==> src/rmab_pkg.sv <==
// Package: shared types, constants and arithmetic helpers of the tint and blend kernel.
`default_nettype none
package rmab_pkg;

    localparam int unsigned CHAN_W     = 8;
    localparam int unsigned CFG_IDX_W  = 3;
    localparam int unsigned CFG_DATA_W = 8;
    localparam int unsigned FIFO_DEPTH = 4;

    localparam logic [CHAN_W-1:0] CHAN_MAX = 8'hff;

    localparam logic [CFG_IDX_W-1:0] CFG_TINT_RED     = 3'd0;
    localparam logic [CFG_IDX_W-1:0] CFG_TINT_GREEN   = 3'd1;
    localparam logic [CFG_IDX_W-1:0] CFG_TINT_BLUE    = 3'd2;
    localparam logic [CFG_IDX_W-1:0] CFG_TINT_ALPHA   = 3'd3;
    localparam logic [CFG_IDX_W-1:0] CFG_BLEND_ENABLE = 3'd4;

    typedef struct packed {
        logic [CHAN_W-1:0] src_red;
        logic [CHAN_W-1:0] src_green;
        logic [CHAN_W-1:0] src_blue;
        logic [CHAN_W-1:0] src_opacity;
        logic [CHAN_W-1:0] dst_red;
        logic [CHAN_W-1:0] dst_green;
        logic [CHAN_W-1:0] dst_blue;
        logic [CHAN_W-1:0] dst_alpha;
    } t_pix_in;

    typedef struct packed {
        logic [CHAN_W-1:0] out_red;
        logic [CHAN_W-1:0] out_green;
        logic [CHAN_W-1:0] out_blue;
        logic [CHAN_W-1:0] out_alpha;
    } t_pix_out;

    typedef struct packed {
        logic [CHAN_W-1:0] tint_red;
        logic [CHAN_W-1:0] tint_green;
        logic [CHAN_W-1:0] tint_blue;
        logic [CHAN_W-1:0] tint_alpha;
        logic              blend_enable;
    } t_cfg;

    typedef struct packed {
        logic              blend;
        logic [CHAN_W-1:0] tnt_red;
        logic [CHAN_W-1:0] tnt_green;
        logic [CHAN_W-1:0] tnt_blue;
        logic [CHAN_W-1:0] tnt_alpha;
        logic [CHAN_W-1:0] dst_red;
        logic [CHAN_W-1:0] dst_green;
        logic [CHAN_W-1:0] dst_blue;
        logic [CHAN_W-1:0] dst_alpha;
    } t_tinted;

    typedef struct packed {
        logic full;
        logic empty;
    } t_q_status;

    typedef struct packed {
        logic push;
        logic pop;
    } t_q_ctrl;

    function automatic logic [CHAN_W-1:0] scale8(input logic [CHAN_W-1:0] a,
                                                  input logic [CHAN_W-1:0] b);
        logic [2*CHAN_W-1:0] p;
        p = a * b;
        return p[2*CHAN_W-1:CHAN_W];
    endfunction

endpackage
`default_nettype wire

==> src/rmab_front.sv <==
// Front: accept requests, drop transparent sources in blend mode, apply the tint.
`default_nettype none
module rmab_front (
    input  wire                   i_clk,
    input  wire                   i_rst_n,
    input  wire rmab_pkg::t_cfg   i_cfg,
    input  wire                   i_in_valid,
    output logic                  o_in_stall,
    input  wire rmab_pkg::t_pix_in i_in_data,
    input  wire rmab_pkg::t_q_status i_q_status,
    output logic                  o_push,
    output rmab_pkg::t_tinted     o_push_data
);

    logic              r_valid;
    logic              n_valid;
    rmab_pkg::t_tinted r_data;
    logic              accept;
    logic              keep;

    assign o_in_stall  = r_valid && i_q_status.full;
    assign o_push      = r_valid && !i_q_status.full;
    assign o_push_data = r_data;
    assign accept      = i_in_valid && !o_in_stall;
    assign keep        = accept && !(i_cfg.blend_enable && (i_in_data.src_opacity == '0));
    assign n_valid     = keep || (r_valid && !o_push);

    always_ff @(posedge i_clk) begin
        if (!i_rst_n) begin
            r_valid <= 1'b0;
        end else begin
            r_valid <= n_valid;
        end
    end

    always_ff @(posedge i_clk) begin
        if (keep) begin
            r_data.blend     <= i_cfg.blend_enable;
            r_data.tnt_red   <= rmab_pkg::scale8(i_cfg.tint_red, i_in_data.src_red);
            r_data.tnt_green <= rmab_pkg::scale8(i_cfg.tint_green, i_in_data.src_green);
            r_data.tnt_blue  <= rmab_pkg::scale8(i_cfg.tint_blue, i_in_data.src_blue);
            r_data.tnt_alpha <= rmab_pkg::scale8(i_cfg.tint_alpha, i_in_data.src_opacity);
            r_data.dst_red   <= i_in_data.dst_red;
            r_data.dst_green <= i_in_data.dst_green;
            r_data.dst_blue  <= i_in_data.dst_blue;
            r_data.dst_alpha <= i_in_data.dst_alpha;
        end
    end

endmodule
`default_nettype wire

==> src/rmab_fifo.sv <==
// Queue: short first-in first-out buffer of tinted requests between front and back.
`default_nettype none
module rmab_fifo #(
    parameter int unsigned DEPTH = rmab_pkg::FIFO_DEPTH
) (
    input  wire                      i_clk,
    input  wire                      i_rst_n,
    input  wire rmab_pkg::t_q_ctrl   i_ctrl,
    input  wire rmab_pkg::t_tinted   i_data,
    output rmab_pkg::t_q_status      o_status,
    output rmab_pkg::t_tinted        o_data
);

    localparam int unsigned AW = (DEPTH > 1) ? $clog2(DEPTH) : 1;
    localparam int unsigned CW = $clog2(DEPTH + 1);
    localparam logic [AW-1:0] LAST = AW'(DEPTH - 1);
    localparam logic [CW-1:0] FULL = CW'(DEPTH);

    rmab_pkg::t_tinted r_mem [DEPTH];
    logic [AW-1:0]     r_wr_ptr;
    logic [AW-1:0]     n_wr_ptr;
    logic [AW-1:0]     r_rd_ptr;
    logic [AW-1:0]     n_rd_ptr;
    logic [CW-1:0]     r_count;
    logic [CW-1:0]     n_count;
    logic              do_push;
    logic              do_pop;

    assign o_status.full  = (r_count == FULL);
    assign o_status.empty = (r_count == '0);
    assign o_data         = r_mem[r_rd_ptr];
    assign do_push        = i_ctrl.push && !o_status.full;
    assign do_pop         = i_ctrl.pop && !o_status.empty;

    always_comb begin
        n_wr_ptr = r_wr_ptr;
        n_rd_ptr = r_rd_ptr;
        n_count  = r_count;
        if (do_push) begin
            n_wr_ptr = (r_wr_ptr == LAST) ? '0 : r_wr_ptr + 1'b1;
        end
        if (do_pop) begin
            n_rd_ptr = (r_rd_ptr == LAST) ? '0 : r_rd_ptr + 1'b1;
        end
        if (do_push && !do_pop) begin
            n_count = r_count + 1'b1;
        end else if (do_pop && !do_push) begin
            n_count = r_count - 1'b1;
        end
    end

    always_ff @(posedge i_clk) begin
        if (!i_rst_n) begin
            r_wr_ptr <= '0;
            r_rd_ptr <= '0;
            r_count  <= '0;
        end else begin
            r_wr_ptr <= n_wr_ptr;
            r_rd_ptr <= n_rd_ptr;
            r_count  <= n_count;
        end
    end

    always_ff @(posedge i_clk) begin
        if (do_push) begin
            r_mem[r_wr_ptr] <= i_data;
        end
    end

    a_no_push_full: assert property (@(posedge i_clk) disable iff (!i_rst_n)
        o_status.full |-> !i_ctrl.push)
        else $error("push into full queue");

    a_no_pop_empty: assert property (@(posedge i_clk) disable iff (!i_rst_n)
        o_status.empty |-> !i_ctrl.pop)
        else $error("pop from empty queue");

    a_count_range: assert property (@(posedge i_clk) disable iff (!i_rst_n)
        r_count <= FULL)
        else $error("queue count out of range");

    a_count_track: assert property (@(posedge i_clk) disable iff (!i_rst_n)
        (do_push && !do_pop) |=> (r_count == $past(r_count) + 1'b1))
        else $error("queue count lost a push");

endmodule
`default_nettype wire

==> src/rmab_back.sv <==
// Back: in blend mode blend tinted requests over the destination, else pass them through; hold the result for the sink.
`default_nettype none
module rmab_back (
    input  wire                      i_clk,
    input  wire                      i_rst_n,
    input  wire rmab_pkg::t_q_status i_q_status,
    input  wire rmab_pkg::t_tinted   i_q_data,
    output logic                     o_pop,
    output logic                     o_out_valid,
    input  wire                      i_out_stall,
    output rmab_pkg::t_pix_out       o_out_data
);

    logic                r_valid;
    logic                n_valid;
    rmab_pkg::t_pix_out  r_data;
    rmab_pkg::t_pix_out  n_data;
    logic [rmab_pkg::CHAN_W-1:0] inv_a;
    logic [rmab_pkg::CHAN_W:0]   sum_a;
    logic [rmab_pkg::CHAN_W:0]   mix_r;
    logic [rmab_pkg::CHAN_W:0]   mix_g;
    logic [rmab_pkg::CHAN_W:0]   mix_b;

    assign o_pop       = !i_q_status.empty && (!r_valid || !i_out_stall);
    assign n_valid     = o_pop || (r_valid && i_out_stall);
    assign o_out_valid = r_valid;
    assign o_out_data  = r_data;

    assign inv_a = rmab_pkg::CHAN_MAX - i_q_data.tnt_alpha;
    assign sum_a = {1'b0, i_q_data.dst_alpha} + {1'b0, i_q_data.tnt_alpha};
    assign mix_r = {1'b0, rmab_pkg::scale8(i_q_data.dst_red, inv_a)}
                 + {1'b0, rmab_pkg::scale8(i_q_data.tnt_red, i_q_data.tnt_alpha)};
    assign mix_g = {1'b0, rmab_pkg::scale8(i_q_data.dst_green, inv_a)}
                 + {1'b0, rmab_pkg::scale8(i_q_data.tnt_green, i_q_data.tnt_alpha)};
    assign mix_b = {1'b0, rmab_pkg::scale8(i_q_data.dst_blue, inv_a)}
                 + {1'b0, rmab_pkg::scale8(i_q_data.tnt_blue, i_q_data.tnt_alpha)};

    always_comb begin
        n_data.out_red   = i_q_data.tnt_red;
        n_data.out_green = i_q_data.tnt_green;
        n_data.out_blue  = i_q_data.tnt_blue;
        n_data.out_alpha = i_q_data.tnt_alpha;
        if (i_q_data.blend) begin
            if (i_q_data.dst_alpha != '0) begin
                n_data.out_red   = mix_r[rmab_pkg::CHAN_W-1:0];
                n_data.out_green = mix_g[rmab_pkg::CHAN_W-1:0];
                n_data.out_blue  = mix_b[rmab_pkg::CHAN_W-1:0];
            end
            n_data.out_alpha = sum_a[rmab_pkg::CHAN_W] ? rmab_pkg::CHAN_MAX
                                                       : sum_a[rmab_pkg::CHAN_W-1:0];
        end
    end

    always_ff @(posedge i_clk) begin
        if (!i_rst_n) begin
            r_valid <= 1'b0;
        end else begin
            r_valid <= n_valid;
        end
    end

    always_ff @(posedge i_clk) begin
        if (o_pop) begin
            r_data <= n_data;
        end
    end

endmodule
`default_nettype wire

==> src/rgba_modulate_alpha_blend.sv <==
// Top level: configuration registers, front, queue and back of the tint and blend kernel.
`default_nettype none
// Per-pixel tint and alpha blend. Each request carries a source and a destination
// RGBA8888 pixel; the source is scaled by the tint registers and, with blend_enable
// set, mixed over the destination by the tinted alpha. In blend mode a source with
// zero alpha is consumed and produces no result. Throughput is one pixel per clock
// while nothing stalls: the tint multipliers in the front and the blend multipliers
// in the back each take one request per cycle. A result passes through the front
// register, the queue and the output register; the queue of FIFO_DEPTH entries
// lets the two halves stall independently.
// Write configuration only while no requests are in flight.
module rgba_modulate_alpha_blend #(
    parameter int unsigned FIFO_DEPTH = rmab_pkg::FIFO_DEPTH
) (
    input  wire                               i_clk,
    input  wire                               i_rst_n,
    input  wire                               i_cfg_we,
    input  wire [rmab_pkg::CFG_IDX_W-1:0]     i_cfg_idx,
    input  wire [rmab_pkg::CFG_DATA_W-1:0]    i_cfg_data,
    input  wire                               i_in_valid,
    output logic                              o_in_stall,
    input  wire rmab_pkg::t_pix_in            i_in_data,
    output logic                              o_out_valid,
    input  wire                               i_out_stall,
    output rmab_pkg::t_pix_out                o_out_data
);

    rmab_pkg::t_cfg      r_cfg;
    rmab_pkg::t_cfg      n_cfg;
    rmab_pkg::t_q_status q_status;
    rmab_pkg::t_q_ctrl   q_ctrl;
    logic                q_push;
    logic                q_pop;
    rmab_pkg::t_tinted   push_data;
    rmab_pkg::t_tinted   head_data;

    assign q_ctrl = '{push: q_push, pop: q_pop};

    always_comb begin
        n_cfg = r_cfg;
        if (i_cfg_we) begin
            case (i_cfg_idx)
                rmab_pkg::CFG_TINT_RED:     n_cfg.tint_red     = i_cfg_data;
                rmab_pkg::CFG_TINT_GREEN:   n_cfg.tint_green   = i_cfg_data;
                rmab_pkg::CFG_TINT_BLUE:    n_cfg.tint_blue    = i_cfg_data;
                rmab_pkg::CFG_TINT_ALPHA:   n_cfg.tint_alpha   = i_cfg_data;
                rmab_pkg::CFG_BLEND_ENABLE: n_cfg.blend_enable = i_cfg_data[0];
                default:                    n_cfg = r_cfg;
            endcase
        end
    end

    always_ff @(posedge i_clk) begin
        if (!i_rst_n) begin
            r_cfg.tint_red     <= rmab_pkg::CHAN_MAX;
            r_cfg.tint_green   <= rmab_pkg::CHAN_MAX;
            r_cfg.tint_blue    <= rmab_pkg::CHAN_MAX;
            r_cfg.tint_alpha   <= rmab_pkg::CHAN_MAX;
            r_cfg.blend_enable <= 1'b0;
        end else begin
            r_cfg <= n_cfg;
        end
    end

    rmab_front u_front (
        .i_clk       (i_clk),
        .i_rst_n     (i_rst_n),
        .i_cfg       (r_cfg),
        .i_in_valid  (i_in_valid),
        .o_in_stall  (o_in_stall),
        .i_in_data   (i_in_data),
        .i_q_status  (q_status),
        .o_push      (q_push),
        .o_push_data (push_data)
    );

    rmab_fifo #(
        .DEPTH (FIFO_DEPTH)
    ) u_fifo (
        .i_clk    (i_clk),
        .i_rst_n  (i_rst_n),
        .i_ctrl   (q_ctrl),
        .i_data   (push_data),
        .o_status (q_status),
        .o_data   (head_data)
    );

    rmab_back u_back (
        .i_clk       (i_clk),
        .i_rst_n     (i_rst_n),
        .i_q_status  (q_status),
        .i_q_data    (head_data),
        .o_pop       (q_pop),
        .o_out_valid (o_out_valid),
        .i_out_stall (i_out_stall),
        .o_out_data  (o_out_data)
    );

endmodule
`default_nettype wire
==> config.mk <==
export PLATFORM = sky130hd
export DESIGN_NAME = rgba_modulate_alpha_blend
export DESIGN_NICKNAME = d
export VERILOG_FILES = /design/src/rmab_pkg.sv /design/src/rmab_front.sv /design/src/rmab_fifo.sv /design/src/rmab_back.sv /design/src/rgba_modulate_alpha_blend.sv
export SDC_FILE = /design/constraint.sdc
export NUM_CORES = 2
export LEC_CHECK = 0
export BUFFER_PORTS_ARGS = -buffer_cell sky130_fd_sc_hd__buf_2
export CAP_MARGIN = 40
export CORE_ASPECT_RATIO = 1.75
export CORE_MARGIN = 2
export CORE_UTILIZATION = 30
export DETAILED_ROUTE_END_ITERATION = 8
export MAX_ROUTING_LAYER = met4
export RECOVER_POWER = 100
export SYNTH_ARGS = -nofsm -noshare
export SYNTH_HDL_FRONTEND = slang
export SYNTH_HIERARCHICAL = 1
export SYNTH_SLANG_ARGS = --single-unit
==> constraint.sdc <==
create_clock -name i_clk -period 14.4 [get_ports i_clk]
set_input_delay 2.16 -clock i_clk [delete_from_list [all_inputs] [get_ports i_clk]]
set_output_delay 2.16 -clock i_clk [all_outputs]
set_load 0.01 [all_outputs]
## Yosys cells after proc, flatten, opt, wreduce, memory -nomap -nowiden

Memory sizes are Yosys's and may differ from the RTL's. A register that Yosys moved wholly into a read port is not among the register bits.
Index checks and enable logic that the tools add are counted.

- Register bits: 139
- Memory bits (writable): 260
- Bits of input ports: 80
- Output and inout port bits: 34
- Word-level logic and storage cells: 95
- Memories kept: 1

Memories:

| name | words | bits a word | read ports | clocked after memory_dff | wr ports | line | RTL |
|---|---|---|---|---|---|---|---|
| u_fifo.r_mem | 4 | 65 | 1 | 1 | 1 | rmab_fifo.sv:19 | `rmab_pkg::t_tinted r_mem [DEPTH];` |

- Add/sub/neg operators: 9
- Multipliers: 10
- Eq/ne operators: 7
- Multiplexer cells: 11
- Reduce and logical (&&, ||, !) cells: 34

Operators by type and width:

| kind | count |
|---|---|
| $mul A8 B8 Y16 | 10 |
| $mux W32 | 1 |
| $add A8 B8 Y8 | 3 |
| $mux W24 | 1 |
| $logic_and A1 B1 Y1 | 12 |
| $reduce_and A2 Y1 | 5 |
| $add A8 B8 Y9 | 1 |
| $logic_not A1 Y1 | 9 |
| $logic_not A8 Y1 | 1 |
| $mux W2 | 4 |
| $mux W8 | 1 |
| $reduce_bool A8 Y1 | 1 |
| $sub A8 B8 Y8 const A | 1 |
| $eq A3 B2 Y1 const B | 2 |
| $eq A3 B3 Y1 const B | 2 |
| $logic_not A3 Y1 | 2 |
| $mux W3 | 2 |
| $add A2 B1 Y2 const B | 2 |
| $eq A2 B2 Y1 const B | 2 |
| $add A3 B1 Y3 const B | 1 |
| $eq A3 B1 Y1 const B | 1 |
| $logic_or A1 B1 Y1 | 3 |
| $sub A3 B1 Y3 const B | 1 |
| $mux W1 | 2 |
| $reduce_bool A2 Y1 | 1 |

## Depth between registers and ports, before layout

- Word-level depth: 8
- Gate-level depth with buffers: 29
- Depth with buffers taken out: 26

## Cells and area by module

The synthesis kept the hierarchy.

By module, submodules not included:

| module | instances | cells an instance | area each (sq um) | sequential area each (sq um) |
|---|---|---|---|---|
| rmab_back | 1 | 1532 | 13922.1 | 980.9 |
| rmab_fifo | 1 | 390 | 9899.5 | 7987.7 |
| rmab_front | 1 | 946 | 9836.9 | 1971.9 |
| rgba_modulate_alpha_blend | 1 | 124 | 1367.6 | 660.6 |

## Least setup slack after synthesis

No wires, ideal clock.

- Path kind: input to register
- Start point: in i_in_data[35] (netlist name)
- End point: reg u_front.r_data (netlist bit u_front/o_push_data[0]), enable pin
- Arrival: 7110 ps
- Data required time: 13816 ps
- Path slack: 6706 ps
- Stages: 4
- Path buffers: 0
- Path through: nor4_1 nand3b_1 nor4_1 nor3b_1

- Longest elaborated chain between the ends: 4

Ends and longest elaborated chain:

| element | line | RTL |
|---|---|---|
| start: declaration | rgba_modulate_alpha_blend.sv:22 | `input wire rmab_pkg::t_pix_in i_in_data,` |
| $logic_not A8 Y1 | rmab_front.sv:25 | `assign keep = accept && !(i_cfg.blend_enable && (i_in_data.src_opacity == '0));` |
| $logic_and A1 B1 Y1 | rmab_front.sv:25 |  |
| $logic_not A1 Y1 | rmab_front.sv:25 |  |
| $logic_and A1 B1 Y1 | rmab_front.sv:25 |  |
| net u_front.keep | rmab_front.sv:19 | `logic keep;` |
| end: declaration | rmab_front.sv:17 | `rmab_pkg::t_tinted r_data;` |

The timed path passes the listed nets, and every way through them passes these cells.
A chain may end at the register's enable or synchronous reset.

==> flow_summary.yaml <==
synth:
  synth_enable_flop_cells: 357
  syn_avg_cell_area_um2: 11.7
  synth_seq_area_share_pct: 33.1
  ys.flop_type: "edfxtp_1"
  synthArstFlopShare_pct: 0
  synth_cell_types: 90
  synth_fp_nets: 3792
  synth_area_um2: 35000
  ys_seq_elements: 401
  yosysWarnings: 6
  syn_inst: 2992
layout:
  layout-drive-gt1-share_pct: 7.32
  area_growth_syn_to_layout_pct: 9.94
  fin_nets: 3896
  fillers: 11594
drt:
  viasPerCell: 4.66
  ant_nets: 0
  drc: 0
  drtIter0Drc: 730
  wl_per_cell_um: 17.2
  dr.pass1.iters: 5
  vias: 21598
  totalWireLength_um: 79900
floorplanning:
  core_area_um2: 116000
  ioPinCount: 114
  die_h_um: 456
  num_rows: 165
  start_util_pct: 30.3
  die-width_um: 262
  dieArea_um2: 120000
sta:
  timing.final.crit_share_pct: 72.4
  fin_crit_ns: 10.42
  rsz0062_at_grt: "false"
  slew_violations: 447
  setup_violations: 0
  fmax_mhz: 96.0
  hold_viol_final: 0
  slew_headroom_pct: -114
  final.setup.tns_ns: 0
  tightest_slew_ns: 3.21
  finalClockSkew_ns: 0.0246
hold_path:
  hp-class: "reg -> reg"
  whs_endpoint: "u_fifo/r_mem[0][53]"
  holdPathStages: 0
  min-delay-start: "u_front/o_push_data[53]"
clock_network:
  cts_tree: "built"
  cts_hold_buf: 0
  cts_buffers: 41
  h-tree-depth: 2
  clock_latency_ns: 0.58
  post_cts_buffers: 0
  clock_path_buffers: 3
  cts_root_buffer: "clkbuf_16"
  cts_resized: 0
  clock-sinks: 401
  clk_pin_slew_ns: 0.06
grt:
  grt_antenna_before_repair: 4
  grt_pass1_vias: 23675
  grt_pass1_wl_um: 128000
  grtUsageTotal_pct: 13.9
  grt_overflow: 0
  grt_max_degree: 56
setup_path:
  criticalPathCategory: "reg -> reg"
  worstSetupEndpointType: "register"
  ff2ff_setup_slack_ns: 3.98
  critPathRequiredTime_ns: 14.72
  worstSetupStartpointType: "register"
  arrival_ns: 10.74
  crit_slowest_cell: "clkbuf_1"
  crit_top_cell: "fa_1"
  max_stage_delay_ns: 2.31
  crit_fanout: 50
  reg2reg_to: "u_back/o_out_data[23]"
  r2r_cells: 26
place:
  gp_congestion: 0.812
  port_buffers: 113
  dpl.hpwl_um: 61400
flow_run:
  maxCapViolCount: 12
run_status:
  violations: "capacitance limit, slew limit"
  status: "complete, but fails checks"
[synthesized netlist by cell type (all sizes together), types with 5 or more instances]
library cell / number / area (um2)
nand3: 27 / 135
o21bai: 6 / 48.8
a21oi: 58 / 294
xor2: 38 / 333
or4: 5 / 41.3
mux4: 65 / 1460
o31ai: 5 / 37.5
o21ai: 54 / 270
o2111ai: 5 / 43.8
inv: 428 / 1610
mux2i: 37 / 370
xnor2: 59 / 517
buf: 20 / 188
nor3: 25 / 141
mux2: 5 / 56.3
nand2: 145 / 544
o21a: 16 / 120
and3: 8 / 50.1
dfxtp: 44 / 881
nor2: 66 / 248
fa: 355 / 7110
clkbuf: 52 / 195
nand4b: 6 / 52.6
ha: 365 / 4570
a21o: 25 / 188
edfxtp: 357 / 10700
nor2b: 205 / 1280
and2: 362 / 2260
nand2b: 34 / 213
nand4: 8 / 50.1
a31oi: 14 / 115
or3: 8 / 51.3
a211oi: 10 / 80.1
[cell families (layout without fill, tap and decap cells)]
family                   count (synthesis)  in the layout  share of synthesized area (%)
multiplexers                           107            107                           5.40
AND/OR/NAND/NOR                        925            925                           15.1
AO/OA/AOI/OAI                          240            240                           4.78
other                                    0              4                              0
buffers and inverters                  500            635                           5.68
XOR/XNOR                                99             99                           2.55
adder cells (fa/ha/maj)                720            720                           33.3
flip-flops                             401            401                           33.1
[metal layers]
metal  up-vias  part of all wire, %  GRT usage (%)
met4         0                  3.2           4.83
met1     10951                   39           14.8
met2       305                   55           26.5
met5         -                    0              -
li1      10217                    -              -
met3       125                  2.7           1.47
[worst max-delay path by stage]
stage	from	to	slack, ns	depth (start not counted)
6_report	register	u_back/o_out_data[23]	3.98	26
5_1_grt	register	u_back/o_out_data[23]	2.89	26
4_1_cts	register	u_back/o_out_data[23]	5.57	26
3_5_place_dp	register	u_back/o_out_data[23]	5.58	26
3_3_place_gp	register	u_back/o_out_data[23]	5.57	26
2_1_floorplan	i_in_data[35]	u_front/o_push_data[0]	6.71	4
[registers in the layout, summed over array words and instances (netlist names), named ones only]
name	flops
u_back/o_out_data	32
u_fifo/r_rd_ptr	2
u_fifo/r_wr_ptr	2
u_front/o_push_data	65
u_back/o_out_valid	1
u_fifo/r_mem	260
r_cfg	33
u_front/r_valid	1
u_fifo/r_count	3
[critical path, delay by kind of cell (launching register included)]
kind	cells	cell delay (ns)
AND/OR/NAND/NOR	5	1.51
flip-flops	1	0.75
XOR/XNOR	1	0.09
AO/OA/AOI/OAI	8	1.62
adder cells (fa/ha/maj)	6	2.66
buffers and inverters	5	2.79
multiplexers	1	0.72
[stage by stage]
stage | setup slack, ns | area, um2 | std cells | hold WS (ns) | util, %
floorplan | 6.71 | 35000 | 2992 | 0.430 | -
global placement | 5.57 | 37300 | 4554 | 0.470 | 32.2
detailed placement | 5.58 | 37300 | 4556 | 0.483 | 32.3
CTS | 5.57 | 38700 | 4630 | 0.470 | 33.4
global route | 2.89 | 38500 | 4633 | 0.504 | 33.3
finish | 3.98 | 38500 | 4634 | 0.477 | 33.3
[layout by cell type (no fill, tap or decap), types with 38 or more instances in the layout]
master,count
nand2_1,145
fa_1,355
clkbuf_16,42
nor2b_1,205
nor2_1,66
buf_2,62
clkbuf_1,65
xnor2_1,59
dfxtp_1,42
o21ai_0,53
edfxtp_1,357
xor2_1,38
mux4_2,65
and2_1,349
ha_1,365
inv_1,428
a21oi_1,56
[area by class of cell]
cell class                      instances  area (um2)  area share [%]
Antenna cell                            4        10.0          0.0260
Clock buffer                           48        1080            2.81
Clock inverter                         26         279           0.725
Inverter                              428        1610            4.17
Multi-Input combinational cell       2091       21400            55.6
Sequential cell                       401       11600            30.1
Tap cell                             1503        1880            4.88
Timing Repair Buffer                  133         618            1.61
Power is not shown: default switching activity piles up to over one toggle a cycle in this logic, so the estimate is an artifact.
